==> src/rtl/obd_rpm_speed_gear_tracker_assert.svh <==
// ----------------------------------------------------------------------------
// OBD tracker assertion macros
// Same-cycle-implication and next-cycle-implication checks on clk, off in rst.
// ----------------------------------------------------------------------------
`ifndef OBD_RPM_SPEED_GEAR_TRACKER_ASSERT_SVH
`define OBD_RPM_SPEED_GEAR_TRACKER_ASSERT_SVH

// check that cons holds whenever ante holds
`define OBD_ASSERT_IMPL(label, ante, cons) \
  label: assert property (@(posedge clk) disable iff (rst) (ante) |-> (cons)) \
    else $error("obd tracker: implication check failed");

// check that cons holds in the cycle after ante
`define OBD_ASSERT_NEXT(label, ante, cons) \
  label: assert property (@(posedge clk) disable iff (rst) (ante) |=> (cons)) \
    else $error("obd tracker: next-cycle check failed");

`endif

==> src/rtl/obdrsgt_pkg.sv <==
// ----------------------------------------------------------------------------
// OBD rpm/speed/gear tracker package
// Character codes, register indexes, gear ratio table and helper functions.
// ----------------------------------------------------------------------------
`default_nettype none

package obdrsgt_pkg;

  localparam int GEAR_COUNT    = 8;
  localparam int RATIO_ENTRIES = 8;

  localparam logic [13:0] ENGINE_RUN_RPM_RST    = 14'd600;
  localparam logic [7:0]  GEAR_MIN_SPEED_RST    = 8'd2;
  localparam logic [13:0] GEAR_MIN_RPM_RST      = 14'd500;
  localparam logic [15:0] GEAR_JUMP_HOLD_MS_RST = 16'd300;

  localparam logic [7:0] CH_PROMPT = 8'h3E;
  localparam logic [7:0] CH_CR     = 8'h0D;
  localparam logic [7:0] CH_LF     = 8'h0A;
  localparam logic [7:0] CH_SPACE  = 8'h20;
  localparam logic [7:0] CH_TAB    = 8'h09;
  localparam logic [7:0] CH_VT     = 8'h0B;
  localparam logic [7:0] CH_FF     = 8'h0C;

  localparam logic [31:0] PAT_RPM   = 32'h3431_3043;  // "410C"
  localparam logic [31:0] PAT_SPEED = 32'h3431_3044;  // "410D"

  typedef enum logic [7:0] {
    CFG_ENGINE_RUN_RPM    = 8'd0,
    CFG_GEAR_MIN_SPEED    = 8'd1,
    CFG_GEAR_MIN_RPM      = 8'd2,
    CFG_GEAR_JUMP_HOLD_MS = 8'd3
  } cfg_index_t;

  typedef struct packed {
    logic       ok;
    logic [3:0] value;
  } hex_digit_t;

  function automatic logic [6:0] gear_ratio(input int idx);
    logic [6:0] r;
    case (idx)
      0:       r = 7'd95;
      1:       r = 7'd65;
      2:       r = 7'd48;
      3:       r = 7'd36;
      4:       r = 7'd28;
      5:       r = 7'd23;
      6:       r = 7'd19;
      default: r = 7'd16;
    endcase
    return r;
  endfunction

  function automatic logic [7:0] fold_upper(input logic [7:0] c);
    logic [7:0] r;
    r = c;
    if (c >= 8'h61 && c <= 8'h7A) begin
      r = c - 8'd32;
    end
    return r;
  endfunction

  function automatic hex_digit_t hex_value(input logic [7:0] c);
    hex_digit_t r;
    r.ok    = 1'b0;
    r.value = 4'd0;
    if (c >= 8'h30 && c <= 8'h39) begin
      r.ok    = 1'b1;
      r.value = c[3:0];
    end else if (c >= 8'h41 && c <= 8'h46) begin
      r.ok    = 1'b1;
      r.value = 4'(c - 8'h37);
    end
    return r;
  endfunction

endpackage

`default_nettype wire

==> src/rtl/obd_rpm_speed_gear_tracker.sv <==
// ----------------------------------------------------------------------------
// OBD rpm/speed/gear tracker
// Parses adapter reply characters for rpm and speed replies and estimates gear.
// ----------------------------------------------------------------------------
// One character is taken per cycle while input is not stalled. Each non-blank
// line end yields one transaction on the output: the line end updates rpm,
// speed, peak and flags and fills the estimate stage, which runs up to eight
// parallel ratio comparators and loads the output register. Input stalls only
// while a finished estimate waits behind an output register that is still
// full. Blank lines and characters other than a line end yield nothing.
`default_nettype none

module obd_rpm_speed_gear_tracker
  import obdrsgt_pkg::*;
#(
  parameter int NUM_GEARS = GEAR_COUNT
)
(
  input  wire logic        clk,
  input  wire logic        rst,

  input  wire logic        in_valid,
  output logic             in_ready,
  input  wire logic [7:0]  data_byte,
  input  wire logic [31:0] now_ms,

  input  wire logic        cfg_valid,
  output logic             cfg_ready,
  input  wire logic [7:0]  cfg_index,
  input  wire logic [15:0] cfg_data,

  output logic             out_valid,
  input  wire logic        out_ready,
  output logic [13:0]      engine_rpm,
  output logic [7:0]       speed_kmh,
  output logic [3:0]       gear_estimate,
  output logic [13:0]      peak_rpm,
  output logic             ignition_on,
  output logic             engine_running,
  output logic             rpm_updated,
  output logic             speed_updated
);

  localparam int GEAR_LIMIT = (NUM_GEARS < RATIO_ENTRIES) ? NUM_GEARS : RATIO_ENTRIES;

  // configuration
  logic [13:0] engine_run_rpm;
  logic [7:0]  gear_min_speed;
  logic [13:0] gear_min_rpm;
  logic [15:0] gear_jump_hold_ms;

  // line state
  logic [31:0] recent_chars;
  logic        rpm_pattern_seen;
  logic [2:0]  rpm_digit_count;
  logic [15:0] rpm_digits;
  logic        rpm_digit_bad;
  logic        speed_pattern_seen;
  logic [1:0]  speed_digit_count;
  logic [7:0]  speed_digits;
  logic        speed_digit_bad;
  logic        line_has_content;

  // vehicle state
  logic [13:0] current_rpm;
  logic [13:0] max_rpm_seen;
  logic [7:0]  current_speed;
  logic [3:0]  current_gear;
  logic [31:0] last_gear_change_ms;
  logic        ignition_flag;
  logic        running_flag;

  // estimate stage
  logic        est_valid;
  logic [31:0] est_now;
  logic        est_rpm_ok;
  logic        est_spd_ok;

  logic        in_fire;
  logic        est_fire;
  logic        out_free;
  logic [7:0]  ch;
  logic        is_end;
  logic        is_space;
  logic        is_blankish;
  logic        rpm_ok;
  logic        spd_ok;
  logic [13:0] rpm_new;
  hex_digit_t  hd;
  logic [31:0] recent_next;

  logic [7:0]  spd_eff;
  logic [14:0] prod;
  logic [14:0] diff;
  logic [15:0] best_diff;
  logic [3:0]  best_gear;
  logic        force_zero;
  logic [3:0]  jump;
  logic [31:0] elapsed;
  logic        gear_take;
  logic [3:0]  gear_next;

  assign cfg_ready = 1'b1;
  assign out_free  = !out_valid || out_ready;
  assign est_fire  = est_valid && out_free;
  assign in_ready  = !est_valid || out_free;
  assign in_fire   = in_valid && in_ready;

  always_comb begin
    ch          = fold_upper(data_byte);
    is_end      = (data_byte == CH_PROMPT) || (data_byte == CH_CR) || (data_byte == CH_LF);
    is_space    = (data_byte == CH_SPACE);
    is_blankish = (data_byte == CH_TAB) || (data_byte == CH_VT) || (data_byte == CH_FF);
    hd          = hex_value(ch);
    recent_next = {recent_chars[23:0], ch};
    rpm_ok      = rpm_pattern_seen && (rpm_digit_count == 3'd4) && !rpm_digit_bad;
    spd_ok      = speed_pattern_seen && (speed_digit_count == 2'd2) && !speed_digit_bad;
    rpm_new     = rpm_digits[15:2];
  end

  // nearest ratio search, lowest gear wins ties
  always_comb begin
    spd_eff   = (current_speed == 8'd0) ? 8'd1 : current_speed;
    best_diff = 16'hFFFF;
    best_gear = 4'd0;
    prod      = 15'd0;
    diff      = 15'd0;
    for (int i = 0; i < GEAR_LIMIT; i++) begin
      prod = 15'(gear_ratio(i)) * 15'(spd_eff);
      diff = ({1'b0, current_rpm} > prod) ? ({1'b0, current_rpm} - prod)
                                          : (prod - {1'b0, current_rpm});
      if ({1'b0, diff} < best_diff) begin
        best_diff = {1'b0, diff};
        best_gear = 4'(i + 1);
      end
    end
    force_zero = (current_speed < gear_min_speed) || (current_rpm < gear_min_rpm);
    jump       = (best_gear > current_gear) ? (best_gear - current_gear)
                                            : (current_gear - best_gear);
    elapsed    = est_now - last_gear_change_ms;
    gear_take  = (best_gear != current_gear) &&
                 !((jump > 4'd1) && (elapsed < {16'd0, gear_jump_hold_ms}));
    gear_next  = force_zero ? 4'd0 : (gear_take ? best_gear : current_gear);
  end

  always_ff @(posedge clk) begin
    if (rst) begin
      engine_run_rpm    <= ENGINE_RUN_RPM_RST;
      gear_min_speed    <= GEAR_MIN_SPEED_RST;
      gear_min_rpm      <= GEAR_MIN_RPM_RST;
      gear_jump_hold_ms <= GEAR_JUMP_HOLD_MS_RST;
    end else if (cfg_valid && cfg_ready) begin
      unique case (cfg_index)
        CFG_ENGINE_RUN_RPM:    engine_run_rpm    <= cfg_data[13:0];
        CFG_GEAR_MIN_SPEED:    gear_min_speed    <= cfg_data[7:0];
        CFG_GEAR_MIN_RPM:      gear_min_rpm      <= cfg_data[13:0];
        CFG_GEAR_JUMP_HOLD_MS: gear_jump_hold_ms <= cfg_data;
        default: ;
      endcase
    end
  end

  // character parsing and line end update
  always_ff @(posedge clk) begin
    if (rst) begin
      recent_chars       <= '0;
      rpm_pattern_seen   <= 1'b0;
      rpm_digit_count    <= '0;
      rpm_digits         <= '0;
      rpm_digit_bad      <= 1'b0;
      speed_pattern_seen <= 1'b0;
      speed_digit_count  <= '0;
      speed_digits       <= '0;
      speed_digit_bad    <= 1'b0;
      line_has_content   <= 1'b0;
      current_rpm        <= '0;
      max_rpm_seen       <= '0;
      current_speed      <= '0;
      ignition_flag      <= 1'b0;
      running_flag       <= 1'b0;
    end else if (in_fire) begin
      if (is_end) begin
        if (line_has_content) begin
          if (rpm_ok) begin
            current_rpm   <= rpm_new;
            ignition_flag <= 1'b1;
            running_flag  <= (rpm_new > engine_run_rpm);
            if (rpm_new > max_rpm_seen) begin
              max_rpm_seen <= rpm_new;
            end
          end
          if (spd_ok) begin
            current_speed <= speed_digits;
          end
        end
        recent_chars       <= '0;
        rpm_pattern_seen   <= 1'b0;
        rpm_digit_count    <= '0;
        rpm_digits         <= '0;
        rpm_digit_bad      <= 1'b0;
        speed_pattern_seen <= 1'b0;
        speed_digit_count  <= '0;
        speed_digits       <= '0;
        speed_digit_bad    <= 1'b0;
        line_has_content   <= 1'b0;
      end else if (!is_space) begin
        if (!is_blankish) begin
          line_has_content <= 1'b1;
        end
        if (rpm_pattern_seen && (rpm_digit_count < 3'd4)) begin
          if (hd.ok) begin
            rpm_digits <= {rpm_digits[11:0], hd.value};
          end else begin
            rpm_digit_bad <= 1'b1;
          end
          rpm_digit_count <= rpm_digit_count + 3'd1;
        end
        if (speed_pattern_seen && (speed_digit_count < 2'd2)) begin
          if (hd.ok) begin
            speed_digits <= {speed_digits[3:0], hd.value};
          end else begin
            speed_digit_bad <= 1'b1;
          end
          speed_digit_count <= speed_digit_count + 2'd1;
        end
        recent_chars <= recent_next;
        if (recent_next == PAT_RPM) begin
          rpm_pattern_seen <= 1'b1;
        end
        if (recent_next == PAT_SPEED) begin
          speed_pattern_seen <= 1'b1;
        end
      end
    end
  end

  // estimate stage and output register
  always_ff @(posedge clk) begin
    if (rst) begin
      est_valid           <= 1'b0;
      out_valid           <= 1'b0;
      current_gear        <= '0;
      last_gear_change_ms <= '0;
    end else begin
      if (in_fire && is_end && line_has_content) begin
        est_valid <= 1'b1;
      end else if (est_fire) begin
        est_valid <= 1'b0;
      end
      if (est_fire) begin
        out_valid    <= 1'b1;
        current_gear <= gear_next;
        if (!force_zero && gear_take) begin
          last_gear_change_ms <= est_now;
        end
      end else if (out_ready) begin
        out_valid <= 1'b0;
      end
    end
  end

  always_ff @(posedge clk) begin
    if (in_fire && is_end) begin
      est_now    <= now_ms;
      est_rpm_ok <= rpm_ok;
      est_spd_ok <= spd_ok;
    end
    if (est_fire) begin
      engine_rpm     <= current_rpm;
      speed_kmh      <= current_speed;
      gear_estimate  <= gear_next;
      peak_rpm       <= max_rpm_seen;
      ignition_on    <= ignition_flag;
      engine_running <= running_flag;
      rpm_updated    <= est_rpm_ok;
      speed_updated  <= est_spd_ok;
    end
  end

`include "obd_rpm_speed_gear_tracker_assert.svh"

  `OBD_ASSERT_IMPL(a_peak_covers_rpm, out_valid, peak_rpm >= engine_rpm)
  `OBD_ASSERT_IMPL(a_no_ign_no_rpm, out_valid && !ignition_on,
                   engine_rpm == 14'd0 && !engine_running && !rpm_updated)
  `OBD_ASSERT_IMPL(a_gear_in_range, out_valid, gear_estimate <= 4'(GEAR_LIMIT))
  `OBD_ASSERT_NEXT(a_est_to_out, est_fire, out_valid && gear_estimate == current_gear)

endmodule

`default_nettype wire

==> config.mk <==
export PLATFORM = sky130hd
export DESIGN_NAME = obd_rpm_speed_gear_tracker
export DESIGN_NICKNAME = d
export VERILOG_FILES = /design/src/rtl/obdrsgt_pkg.sv /design/src/rtl/obd_rpm_speed_gear_tracker.sv
export VERILOG_INCLUDE_DIRS = /design/src /design/src/rtl
export SDC_FILE = /design/constraint.sdc
export NUM_CORES = 1
export LEC_CHECK = 0
export BUFFER_PORTS_ARGS = -buffer_cell sky130_fd_sc_hd__buf_2
export CORE_MARGIN = 2
export CORE_UTILIZATION = 45
export DETAILED_ROUTE_END_ITERATION = 10
export PLACE_DENSITY = 0.64
export SLEW_MARGIN = 15
export SYNTH_ARGS = -nofsm -noshare
export SYNTH_HDL_FRONTEND = slang
export SYNTH_SLANG_ARGS = --single-unit
==> constraint.sdc <==
create_clock -name clk -period 37 [get_ports clk]
set_input_delay 1.85 -clock clk [delete_from_list [all_inputs] [get_ports clk]]
set_output_delay 1.85 -clock clk [all_outputs]
set_load 0.005 [all_outputs]
==> results of run 1 <==
layout by cell type, fill, tap and decap left out, types with 27 or more instances in the layout:
cell type,count
ha_1,451
inv_1,384
nor2_1,304
a21oi_1,289
nand2_1,239
dfxtp_1,186
o21ai_0,167
mux2i_1,129
a21o_1,123
buf_2,113
xnor2_1,109
nand3_1,78
edfxtp_1,78
nor2b_1,67
xor2_1,56
nand2b_1,55
fa_1,52
o21a_1,45
o21bai_1,40
nand4_1,39
buf_4,37
a211oi_1,36
nor3_1,27
layout make-up:
class / instances / area (µm²) / share of cell area [%]
clock inverters: 10 / 104 / 0.339
flip-flops and latches: 264 / 6070 / 19.8
repair buffers: 151 / 855 / 2.79
multi-input cells: 2705 / 20500 / 66.8
clock buffers: 30 / 633 / 2.06
inverters: 386 / 1450 / 4.73
well taps: 846 / 1060 / 3.45
diodes: 1 / 2.50 / 0.00816
metrics by stage:
step	cell area [µm²]	hold slack [ns]	std cells	util, %	setup slack [ns]
floorplan	28400	0.400	3474	-	11.13
global placement	29900	0.424	4352	47.7	7.82
detailed placement	29900	0.443	4352	47.7	7.10
CTS	30700	0.452	4392	48.9	7.01
global route	30700	0.470	4392	48.9	3.82
finish	30700	0.447	4393	48.9	6.83
worst paths after layout:
path | from | end | slack [ns] | depth (start not counted)
worst max-delay path | current_speed[4] | current_gear[1] | 6.83 | 125
worst max register to register | current_speed[4] | current_gear[1] | 6.83 | 125
worst min register to register | recent_chars[21] | recent_chars[21] | 0.45 | 2
worst min-delay path | recent_chars[21] | recent_chars[21] | 0.45 | 2
worst max-delay path, delay by kind of cell (launching register included):
| kind | cells | cell delay [ns] |
|---|---|---|
| AO/OA/AOI/OAI | 50 | 12.02 |
| XOR/XNOR | 2 | 0.48 |
| AND/OR/NAND/NOR | 42 | 8.08 |
| flip-flops | 1 | 0.74 |
| buffers and inverters | 11 | 1.84 |
| multiplexers | 4 | 1.37 |
| adder cells (fa/ha/maj) | 16 | 5.47 |
registers in the layout, indices dropped and copies added, names as in the netlist, 16 cells and up:
name / count
gear_jump_hold_ms: 16
est_now: 32
recent_chars: 24
last_gear_change_ms: 32
rpm_digits: 16
power groups by stage:
stage / registers [mW] / clock network [mW] / logic [mW]
global route: 0.299 / 0.257 / 0.0192
floorplan: 0.305 / 0 / 0.00954
global placement: 0.305 / 0 / 0.0170
detailed placement: 0.305 / 0 / 0.0172
finish: 0.299 / 0.241 / 0.0171
CTS: 0.299 / 0.247 / 0.0172
routing by layer:
metal | vias up | track usage [%] | share of wire (%)
met5 | - | 0 | 0
met4 | 0 | 11.7 | 4.8
met3 | 176 | 2.69 | 6.3
met2 | 825 | 44.9 | 45
met1 | 11900 | 36.6 | 44
li1 | 12300 | - | -
kinds of logic after synthesis:
family                     Yosys count
xor gates and xnor gates           167
buffers and inverters              505
DFF                                264
AOI/OAI and AO/OA                  935
muxes                              157
other                                1
adders and majority gates          506
and+or+nand+nor                    939
==> run metrics, run 1 <==
syn avg cell area=8.18 µm²; later-pin clock latency in the skew report=0.54 ns; Worst setup EP type=flop; fraction of layout cells with a size suffix above 1=under 10%; Vias/cell=approximately 5.7; Crit Path Class=flop to flop; total power=0.557 mW; unrepaired setup endpoints after global routing=false; hold crit path type=flop to flop; clock tree buffer depth=3; Primary FF master, synth=dfxtp_1; vias in the first global route=24,100; Fmax=approximately 33 MHz; Cell variety after synth=between 100 and 150; Pint=around 0.44 mW; # fillers=6,211; global-route wire length before repair=141,000 µm; die height=~260 µm; top cells by area, synth=ha_1, dfxtp_1, edfxtp_1; status=completed; yosys warns=0; cell accounting for the most synthesized area=ha_1; Crit path required time=37.44 ns; DR vias=between 20,000 and 30,000; Gate Count Post-Synth=3,474; Synth Area in Adders=23.6%; Seq/Total Area, Yosys=21.3%; Resize count post-CTS=0; CTS tree=done; P&R area growth vs syn=7.85%; Critical Path AT=30.60 ns; clock network power share=43.2%; largest family of logic cells by synthesized area=adder cells; Crit path largest cell delay=~1 ns; Async SR Flop Fraction=0%; clock sink count=264; register bit total from synthesis=264; Detailed Route WL=91,500 µm; die area=~65,000 µm²; port bufs=between 100 and 150; I/O pin cnt=116; DR iter-0 viols=around 2,000; Peak VDD IR=40.7 µV; Tot GR Track Use=27.4%; Post-CTS Repair Setup Buffers=0; cts hold-fix bufs=0; static leakage=about 14 nW; Final Hold Fails=0; crit-path max FO=33; Switch Pwr=0.118 mW; post-synth top area share=19.8%; simple-gate area share of the yosys netlist=15.9%; grt ovf=0; std cell rows=92; htree depth=1; cts bufs inserted=23; Synth Area in XOR/XNOR=5.24%; Sw Share=21.2%; CTS clock-pin slew for the worst setup and hold paths=around 0.07 ns; Pwr per Cell Area=18.2 nW/µm²; CTS Root Cell=clkbuf_16; drt first pass iters=6; cell area after synthesis=between 20,000 and 30,000 µm²; Startpoint Class=flop; proportion of power drawn by combinational gates=3.1%; Final nets=4,103; Post-DP HPWL=71,400 µm; crit-path most repeated cell=a21oi_1; Chip Width=255 µm; post-synthesis mux area share=~5.7%; count of final max-slew check failures=0; Initial Util=a little under half; count leader, synth=ha_1; list of most frequent post-synthesis cells=ha_1, inv_1, nor2_1, a21oi_1, nand2_1; core box area=62,700 µm²; Placer Congestion=1.03; final worst path period share=81.5%; largest net degree at the start of global routing=96; DRC Markers=0; initial antenna violation count=0; share of power burned in registers=53.7%; Setup TNS=0 ns; critical path's slowest cell=nand3_2; minimum clock period=30.17 ns; Synth Area in Compound Gates=21.4%; Final Skew=0.0232 ns; Post-Synthesis Net Count=a little over 4,000; Routed WL per cell=20.8 µm; Slew headroom=22.8%; Max Cap Viol=0; EDFF count, synth=78; DRT antenna net count=0; Tightest Pin Transition=1.15 ns; setup violators final=0
Note: power is estimated with default switching activity, not from simulation.
==> inputs of run 2 (changes only) <==
==> constraint.sdc (replaced) <==
create_clock -name clk -period 30.3 [get_ports clk]
set_input_delay 1.515 -clock clk [delete_from_list [all_inputs] [get_ports clk]]
set_output_delay 1.515 -clock clk [all_outputs]
set_load 0.005 [all_outputs]
==> run 2 against run 1 <==
Effect of this change: sequential cell count did not move; clock-buffer cell count fell by 4; critical path depth grew 5; setup slack worse by 4.3 ns; clock skew decreased by 0.0064 ns; sequential share of layout area is 0.084 points lower; core utilization grew 0.21 points; die area stayed put; hold slack improved by 0.0018 ns; register-to-register slack worse by 4.3 ns; maximum frequency is 8.8% higher; design area grew 0.42%; highest routed layer is now met5.
==> run metrics, run 2 (synthesis gave the netlist of run 1 again) <==
status=completed; beginning of the worst hold path=recent_chars[21]; Placer Congestion=about 1; placed cell count=4,354; later-pin clock latency in the skew report=0.54 ns; total power=0.690 mW; grt ovf=0; placed inst area=29,900 µm²; die area=65,200 µm²; static leakage=~14 nW; port bufs=between 100 and 150; Initial Util=45.3%; clock sink count=264; final std cells w/o fill=roughly 4,400; clock network power share=44.1%; Pwr per Cell Area=about 22 nW/µm²; DR iter-0 viols=around 2,300; crit-path max FO=33; # fillers=about 6,000; DR vias=~25,000; crit-path most repeated cell=a21oi_1; Slew headroom=23.4%; Place WS=around 2 ns; critical path's slowest cell=dfxtp_1; WHS=0.448 ns; Chip Width=approximately 260 µm; DRT antenna net count=0; core box area=~63,000 µm²; most common cell after layout, fill and taps aside=ha_1; Final Skew=0.0168 ns; I/O pin cnt=116; worst flop-to-flop path startpoint=current_speed[7]; hold crit path type=flop to flop; Reg area=6070 µm²; Pint=0.536 mW; proportion of power drawn by combinational gates=3.0%; final core occ=approximately 49%; Crit path largest cell delay=0.64 ns; Routed WL per cell=between 20 and 25 µm; fraction of layout cells with a size suffix above 1=7.93%; Crit path required time=30.69 ns; Fmax=36.1 MHz; post-route cell area=30,800 µm²; worst setup path startpoint=current_speed[7]; share of power burned in registers=52.9%; multi-input logic area=20,500 µm²; die height=255 µm; worst setup margin=roughly 2.6 ns; Setup TNS=0 ns; Top Registers=est_now: 32 flops, last_gear_change_ms: 32 flops, recent_chars: 24 flops; clock tree buffer depth=3; final worst path period share=91.5%; Tightest Pin Transition=~1.1 ns; drt first pass iters=5; Crit Path Class=flop to flop; CTS Root Cell=clkbuf_16; Worst setup EP type=flop; minimum clock period=27.74 ns; cts bufs inserted=24; P&R area growth vs syn=8.30%; WP buf/inv=11; Final nets=4,110; count of final max-slew check failures=0; std cell rows=92; initial antenna violation count=1; global-route wire length before repair=about 140,000 µm; Startpoint Class=flop; largest net degree at the start of global routing=97; Sw Share=22.3%; Largest delay share family, worst path=compound AO/OA/AOI/OAI gates; ANT cells=0; Critical Path AT=approximately 28 ns; Tot GR Track Use=26.7%; Detailed Route WL=90,100 µm; setup violators final=0; htree depth=1; vias in the first global route=about 24,000; most frequent cells in the layout=ha_1, inv_1, nor2_1, a21oi_1, nand2_1; DRC Markers=0; CTS clock-pin slew for the worst setup and hold paths=0.07 ns; Peak VDD IR=46.6 µV; CTS tree=done; Final Hold Fails=0; Max Cap Viol=0; Post-DP HPWL=70,200 µm; Vias/cell=5.78; Switch Pwr=between 0.15 and 0.2 mW; unrepaired setup endpoints after global routing=false
==> run 2: changes by cell type in the layout (fill, tap and decap cells not counted), moves of 2 or more <==
cell / delta
clkbuf_1: -3
a21oi_2: +2
a21oi_1: -2
nand2_2: +2
buf_4: +4
clkinvlp_4: +8
nand2_1: -2
inv_1: -3
clkinv_4: +2
==> run 2: final timing paths <==
| check | cells past startpoint | slack, ns | end |
|---|---|---|---|
| min reg2reg | 2 | 0.45 | recent_chars[21] |
| min | 2 | 0.45 | recent_chars[21] |
| max | 130 | 2.56 | last_gear_change_ms[7] |
| max reg2reg | 130 | 2.56 | last_gear_change_ms[7] |
==> run 2: layout make-up <==
class | instances | area share (%)
Sequential cell | 264 | 19.7
Clock buffer | 26 | 1.97
Inverter | 386 | 4.74
Timing Repair Buffer | 156 | 2.91
Multi-Input combinational cell | 2706 | 66.7
Tap cell | 846 | 3.44
Clock inverter | 18 | 0.569
==> run 2: tightest hold or removal path, cell delays in order, from the launching register on <==
cell and delay, ns:
dfxtp_1 0.31, nand2_1 0.05, a21oi_1 0.05
==> run 2: power groups by stage <==
stage,Combinational (mW),Clock (mW),Sequential (mW)
floorplan,0.0116,0,0.372
global placement,0.0208,0,0.373
detailed placement,0.0209,0,0.373
CTS,0.0210,0.311,0.365
global route,0.0234,0.324,0.365
finish,0.0210,0.304,0.365
==> run 2: timing repair <==
action | CTS | global route
endpoints found under the setup margin | 0 | 40
resized for setup | 0 | 10
hold buffers | 0 | 0
setup buffers | 0 | 3
==> run 2: per-layer routing <==
metal  part of all wire (%)  vias to the layer above  track usage (%)
met5                  0.013                        -                0
met4                    4.8                        2             11.5
met3                    7.2                      195             3.57
met2                     44                      977             42.5
met1                     44                    11900             36.2
li1                       -                    12400                -
